<file path="src/design/pmse_pkg.sv">
// ----------------------------------------------------------------------------
// Post machine step engine package
// Field widths, operation, command and status codes, and the structs passed
// between the engine's modules.
// ----------------------------------------------------------------------------
package pmse_pkg;

   // Fixed field widths of the request and response words.
   localparam int OP_W       = 3;
   localparam int ADDR_W     = 10;
   localparam int KIND_W     = 3;
   localparam int JUMP_W     = 9;
   localparam int PC_W       = 9;
   localparam int STAT_W     = 2;
   localparam int LEN_W      = 9;
   localparam int HEAD_OUT_W = 10;

   // Request operations.
   localparam logic [OP_W-1:0] OP_LOAD    = 3'd0;
   localparam logic [OP_W-1:0] OP_WRITE   = 3'd1;
   localparam logic [OP_W-1:0] OP_READ    = 3'd2;
   localparam logic [OP_W-1:0] OP_HEAD    = 3'd3;
   localparam logic [OP_W-1:0] OP_INDEX   = 3'd4;
   localparam logic [OP_W-1:0] OP_STEP    = 3'd5;
   localparam logic [OP_W-1:0] OP_RESTART = 3'd6;

   // Program command kinds.
   localparam logic [KIND_W-1:0] CMD_LEFT   = 3'd0;
   localparam logic [KIND_W-1:0] CMD_RIGHT  = 3'd1;
   localparam logic [KIND_W-1:0] CMD_ZERO   = 3'd2;
   localparam logic [KIND_W-1:0] CMD_ONE    = 3'd3;
   localparam logic [KIND_W-1:0] CMD_BRANCH = 3'd4;
   localparam logic [KIND_W-1:0] CMD_END    = 3'd5;

   // Run status codes.
   localparam logic [STAT_W-1:0] ST_RUN = 2'd0;
   localparam logic [STAT_W-1:0] ST_OUT = 2'd1;
   localparam logic [STAT_W-1:0] ST_END = 2'd2;
   localparam logic [STAT_W-1:0] ST_BAD = 2'd3;

   // Head update selects.
   localparam logic [1:0] HSEL_HOLD = 2'd0;
   localparam logic [1:0] HSEL_ADDR = 2'd1;
   localparam logic [1:0] HSEL_DEC  = 2'd2;
   localparam logic [1:0] HSEL_INC  = 2'd3;

   // One program store entry.
   typedef struct packed {
      logic [KIND_W-1:0] kind;
      logic [JUMP_W-1:0] jump_first;
      logic [JUMP_W-1:0] jump_second;
   } prog_cmd_type;

   // One request word as held in the execute stage.
   typedef struct packed {
      logic [OP_W-1:0]   operation;
      logic [ADDR_W-1:0] address;
      prog_cmd_type      cmd;
      logic              cell_value;
   } req_item_type;

   // Machine state seen by the execute logic.
   typedef struct packed {
      logic [STAT_W-1:0] status;
      logic [PC_W-1:0]   pc;
      logic              head_bit;
      logic              pc_ok;
      logic              load_ok;
      logic              tpos_is_head;
   } arch_type;

   // Write-back decided by the execute logic.
   typedef struct packed {
      logic [STAT_W-1:0] status;
      logic [PC_W-1:0]   pc;
      logic              prog_we;
      logic              tape_we;
      logic              tape_wdata;
      logic              tape_at_head;
      logic [1:0]        head_sel;
      logic              head_bit;
      logic              cell_bit;
   } upd_type;

endpackage

</file>
<file path="src/design/pmse_exec.sv">
// ----------------------------------------------------------------------------
// Execute logic
// Decides the write-back of one word from the machine state and the data
// returned by the program and tape memories.
// ----------------------------------------------------------------------------
module pmse_exec (
   input  pmse_pkg::req_item_type item,
   input  pmse_pkg::arch_type     arch,
   input  pmse_pkg::prog_cmd_type prog_cmd,
   input  logic                   tape_bit_a,
   input  logic                   tape_bit_b,
   output pmse_pkg::upd_type      upd
);
   import pmse_pkg::*;

   logic [PC_W-1:0]   next_seq;
   logic [PC_W-1:0]   next_jump;
   logic [JUMP_W-1:0] branch_target;

   // Next index for ordinary commands and for a branch.
   assign next_seq      = arch.pc + 1'b1;
   assign next_jump     = (prog_cmd.jump_first != '0) ? prog_cmd.jump_first - 1'b1 : next_seq;
   assign branch_target = arch.head_bit ? prog_cmd.jump_second : prog_cmd.jump_first;

   always_comb begin
      upd              = '0;
      upd.status       = arch.status;
      upd.pc           = arch.pc;
      upd.tape_wdata   = item.cell_value;
      upd.head_sel     = HSEL_HOLD;
      upd.head_bit     = arch.head_bit;

      case (item.operation)
         OP_LOAD: begin
            upd.prog_we = arch.load_ok;
         end
         OP_WRITE: begin
            upd.tape_we = 1'b1;
            if (arch.tpos_is_head) begin
               upd.head_bit = item.cell_value;
            end
         end
         OP_HEAD: begin
            upd.head_sel = HSEL_ADDR;
            upd.head_bit = tape_bit_a;
         end
         OP_INDEX: begin
            upd.pc = item.address[PC_W-1:0];
         end
         OP_STEP: begin
            // A stopped machine ignores steps.
            if (arch.status == ST_RUN) begin
               if (!arch.pc_ok) begin
                  upd.status = ST_OUT;
               end else begin
                  case (prog_cmd.kind)
                     CMD_LEFT: begin
                        upd.head_sel = HSEL_DEC;
                        upd.head_bit = tape_bit_a;
                        upd.pc       = next_jump;
                     end
                     CMD_RIGHT: begin
                        upd.head_sel = HSEL_INC;
                        upd.head_bit = tape_bit_b;
                        upd.pc       = next_jump;
                     end
                     CMD_ZERO: begin
                        upd.tape_we      = 1'b1;
                        upd.tape_at_head = 1'b1;
                        upd.tape_wdata   = 1'b0;
                        upd.head_bit     = 1'b0;
                        upd.pc           = next_jump;
                     end
                     CMD_ONE: begin
                        upd.tape_we      = 1'b1;
                        upd.tape_at_head = 1'b1;
                        upd.tape_wdata   = 1'b1;
                        upd.head_bit     = 1'b1;
                        upd.pc           = next_jump;
                     end
                     CMD_BRANCH: begin
                        upd.pc = (branch_target != '0) ? branch_target - 1'b1 : next_seq;
                     end
                     CMD_END: begin
                        upd.status = ST_END;
                     end
                     default: begin
                        upd.status = ST_BAD;
                     end
                  endcase
               end
            end
         end
         OP_RESTART: begin
            upd.status = ST_RUN;
            upd.pc     = '0;
         end
         default: begin
         end
      endcase

      // A read reports the addressed cell, all else the cell under the head.
      upd.cell_bit = (item.operation == OP_READ) ? tape_bit_a : upd.head_bit;
   end

endmodule

</file>
<file path="config.mk">
export PLATFORM = sky130hd
export DESIGN_NAME = pmse_exec
export DESIGN_NICKNAME = d
export VERILOG_FILES = /design/src/design/pmse_pkg.sv /design/src/design/pmse_exec.sv
export SDC_FILE = /design/constraint.sdc
export NUM_CORES = 1
export LEC_CHECK = 0
export BUFFER_PORTS_ARGS = -buffer_cell sky130_fd_sc_hd__buf_2
export CAP_MARGIN = 25
export CORE_UTILIZATION = 42
export DETAILED_ROUTE_END_ITERATION = 8
export PLACE_DENSITY = 0.83
export SLEW_MARGIN = 30
export SYNTH_ARGS = -nofsm -noshare
export SYNTH_HDL_FRONTEND = slang
export SYNTH_SLANG_ARGS = --single-unit
</file>
<file path="constraint.sdc">
create_clock -name vclk -period 2.5
set_clock_uncertainty 0.2 [all_clocks]
set_input_delay 0.25 -clock vclk [all_inputs]
set_output_delay 0.25 -clock vclk [all_outputs]
set_load 0.02 [all_outputs]
</file>
Word-level counts from Yosys, hierarchy flattened
Index checks and enable logic that the tools add are counted.

Bits in registers: 0. Input bits: 73. Output and inout bits: 19.

Add/sub/neg operators: 3. Equal/unequal tests: 11. Muxes and demuxes: 22. Reductions and logical operators: 7.

Operator list (count): $mux W9 (4); $pmux W9 S3 (1); $pmux W9 S2 (1); $reduce_bool A9 Y1 (2); $sub A9 B1 Y9 const B (2); $pmux W2 S2 (4); $eq A3 B3 Y1 const B (5); $eq A3 B2 Y1 const B (4); $mux W6 (2); $mux W11 (1); $add A9 B1 Y9 const B (1); $eq A3 B1 Y1 const B (2); $logic_not A3 Y1 (2); $pmux W3 S2 (1); $reduce_or A5 Y1 (1); $mux W2 (2); $pmux W1 S4 (1); $reduce_or A4 Y1 (1); $mux W1 (3); $pmux W1 S3 (1); $logic_not A2 Y1 (1); $pmux W1 S2 (1).

Logic depth before layout (Yosys ltp)
Depth after elaboration: 7. Gate-level depth with buffers: 11. Mapped depth without buffers: 8.

Worst setup path after synthesis
Ideal clock, no wire load.

Path kind: input port to output port. From: input arch[3] (netlist bit). To: output upd[14] (netlist bit). Arrival time: 2.391 ns. Required time: 2.050 ns. Setup slack: -0.341 ns. Stages: 11. Buffers on the path: 3. Path through: buf_4 -> buf_2 -> mux2i_1 -> ha_1 -> clkbuf_1 -> nor3b_1 -> nand3_1 -> xor2_1 -> a211oi_1 -> o21ai_0 -> a32oi_1.

RTL lines: start: declaration (RTL line pmse_exec.sv:8) `input pmse_pkg::arch_type arch,`; end: declaration (RTL line pmse_exec.sv:12) `output pmse_pkg::upd_type upd`.

==> out/summary.txt <==
Routability cong. -> 0.9323
Mapped cell area -> 1533 sq um
Cells after synthesis -> 239
Crit path cell chain -> buf_12, buf_4, nor3_4, a21oi_2, nor3b_4, mux2_4, a2111oi_4, a21oi_1, buf_4
Buf/Inv on CP -> 3
Share of cells above drive strength 1 -> 0.4012
DR WL/cell -> 15.91 microns
Max-cap viol count -> 0
Core Area -> 3416 sq um
Worst IR Drop VDD -> 0.1029 mV
Final worst path period share -> 0.9837
First-pass GRT wire length -> 8252 microns
Antenna cells -> 0
Routed Antenna Nets -> 0
Fin util -> 0.6780
Die footprint -> 3895 sq um
Critical path depth -> 9
Hold WC Path Type -> in -> out
Initial antenna violation count -> 0
Distinct cells, synth -> 44
Synthesized Nets -> 317
Endpoints failing setup -> 0
Nets -> 404
Drt first-iter violations -> 170
PwrDens -> 168.4 nW/um^2
Largest net degree at the start of global routing -> 19
Critical path peak fanout -> 11
Placed Instances -> 365
I/O pin total -> 92
Most common cell after layout, fill and taps aside -> buf_2
Final Power -> 0.0003900 W
HPWL Detailed -> 4127 microns
WHS -> 0.6634 ns
Num sequential -> 0
Area grow syn2layout -> 51.10%
Die height -> 62.41 microns
Minimum clock period -> 2.459 ns
Fin. Hold Viols -> 0
Post-DR vias/cell -> 6.024
Vias in the first global route -> 1,811
WS Path Type -> in -> out
Finished Cell Area -> 2316 sq um
Post-route insts no fill -> 370
Row count -> 21
CP max stage delay -> 0.36 ns
Most used cell, CP -> buf_4
CLK BUF -> 0
Critical path's top delay family -> simple AND/OR/NAND/NOR gates
Relative slew margins -> 0.6174
Most frequent cells in the layout -> buf_2 (65), buf_4 (30), nand2_1 (27), nor2_1 (27), mux2i_1 (17)
Worst-margin pin slew -> 0.5659 ns
CP Launch Type -> primary input
Hold-fix buffers, CTS -> 0
Die width -> 62.41 microns
DRT Wirelength -> 5887 microns
Reg area -> 0 sq um
Yosys warns -> 0
Critical Path Sink Type -> output port
Port bufs -> 70
RSZ-0062 raised after global routing -> yes
Hold path depth -> 3
Crit-path slowest cell -> mux2_4
Worst EP arrival -> 2.01 ns
P_leak -> 1.044 nW
Register area share after synthesis -> 0
F_max -> 0.4066 GHz
Total gr overflow -> 0
GRT Total Usage -> 0.2497
Status -> finished, final reports clean
Initial core utilization -> 0.4487
# DRC -> 0
WP data required -> 2.05 ns
Via count -> 2,229
Post-synthesis area per instance -> 6.413 sq um
DR pass1 iterations -> 7
Cell Area, Placed -> 2062 sq um
Slew Viols, Final -> 0
-- area by class of cell --
class | instances | area (sq um)
multi-input cells | 217 | 1624
well taps | 46 | 57.56
fillers | 297 | 1100
inverters | 8 | 30.03
repair buffers | 99 | 604.3
-- path summary, 6_finish.rpt --
kind | start | end
min | item[0] | upd[5]
max | arch[3] | upd[8]
-- through the flow --
step                TNS (ns)  worst slack, ns
floorplan                  0         0.006467
global placement     -0.2473          -0.1266
detailed placement   -0.6669          -0.2243
CTS                        0         0.002222
global route         -0.3485         -0.09998
finish                     0          0.04065
-- power breakdown --
part | internal, W | switching, W
sequential | 0 | 0
combinational | 0.000169 | 0.000221
clock | 0 | 0
-- logic make-up after synthesis --
| kind of cell | synth area share |
|---|---|
| XOR/XNOR | 0.1029 |
| AO/OA/AOI/OAI | 0.2580 |
| multiplexers | 0.1527 |
| buffers and inverters | 0.06776 |
| AND/OR/NAND/NOR | 0.3780 |
| adder cells (fa/ha/maj) | 0.04082 |
-- cell usage after synthesis (all sizes together), types with 7 or more instances --
cell     n  share of area
nor2    28          0.069
nand2   27          0.066
mux2i   20           0.13
o21ai   18          0.059
a21oi   17          0.056
nand3   12          0.042
nor3    10          0.033
clkbuf   9          0.022
xnor2    9          0.051
xor2     9          0.051
inv      8          0.020
nor3b    7          0.041
-- metal layers --
metal	wire, microns	share of wire	global-route usage	vias up
li1	-	-	-	1043
met1	2381	0.40	0.3546	1014
met2	2846	0.48	0.4307	148
met3	509	0.086	0.01460	24
met4	150	0.025	0.01163	0
met5	0	0	0	-
-- timing repair --
| action | CTS | global route |
|---|---|---|
| buffers inserted | 1 | 3 |
| pin swaps | 3 | 10 |
| cloned | 0 | 1 |
| endpoints found under the setup margin | 5 | 9 |
| gates resized for setup | 15 | 30 |
(Power assumes the default switching activity.)
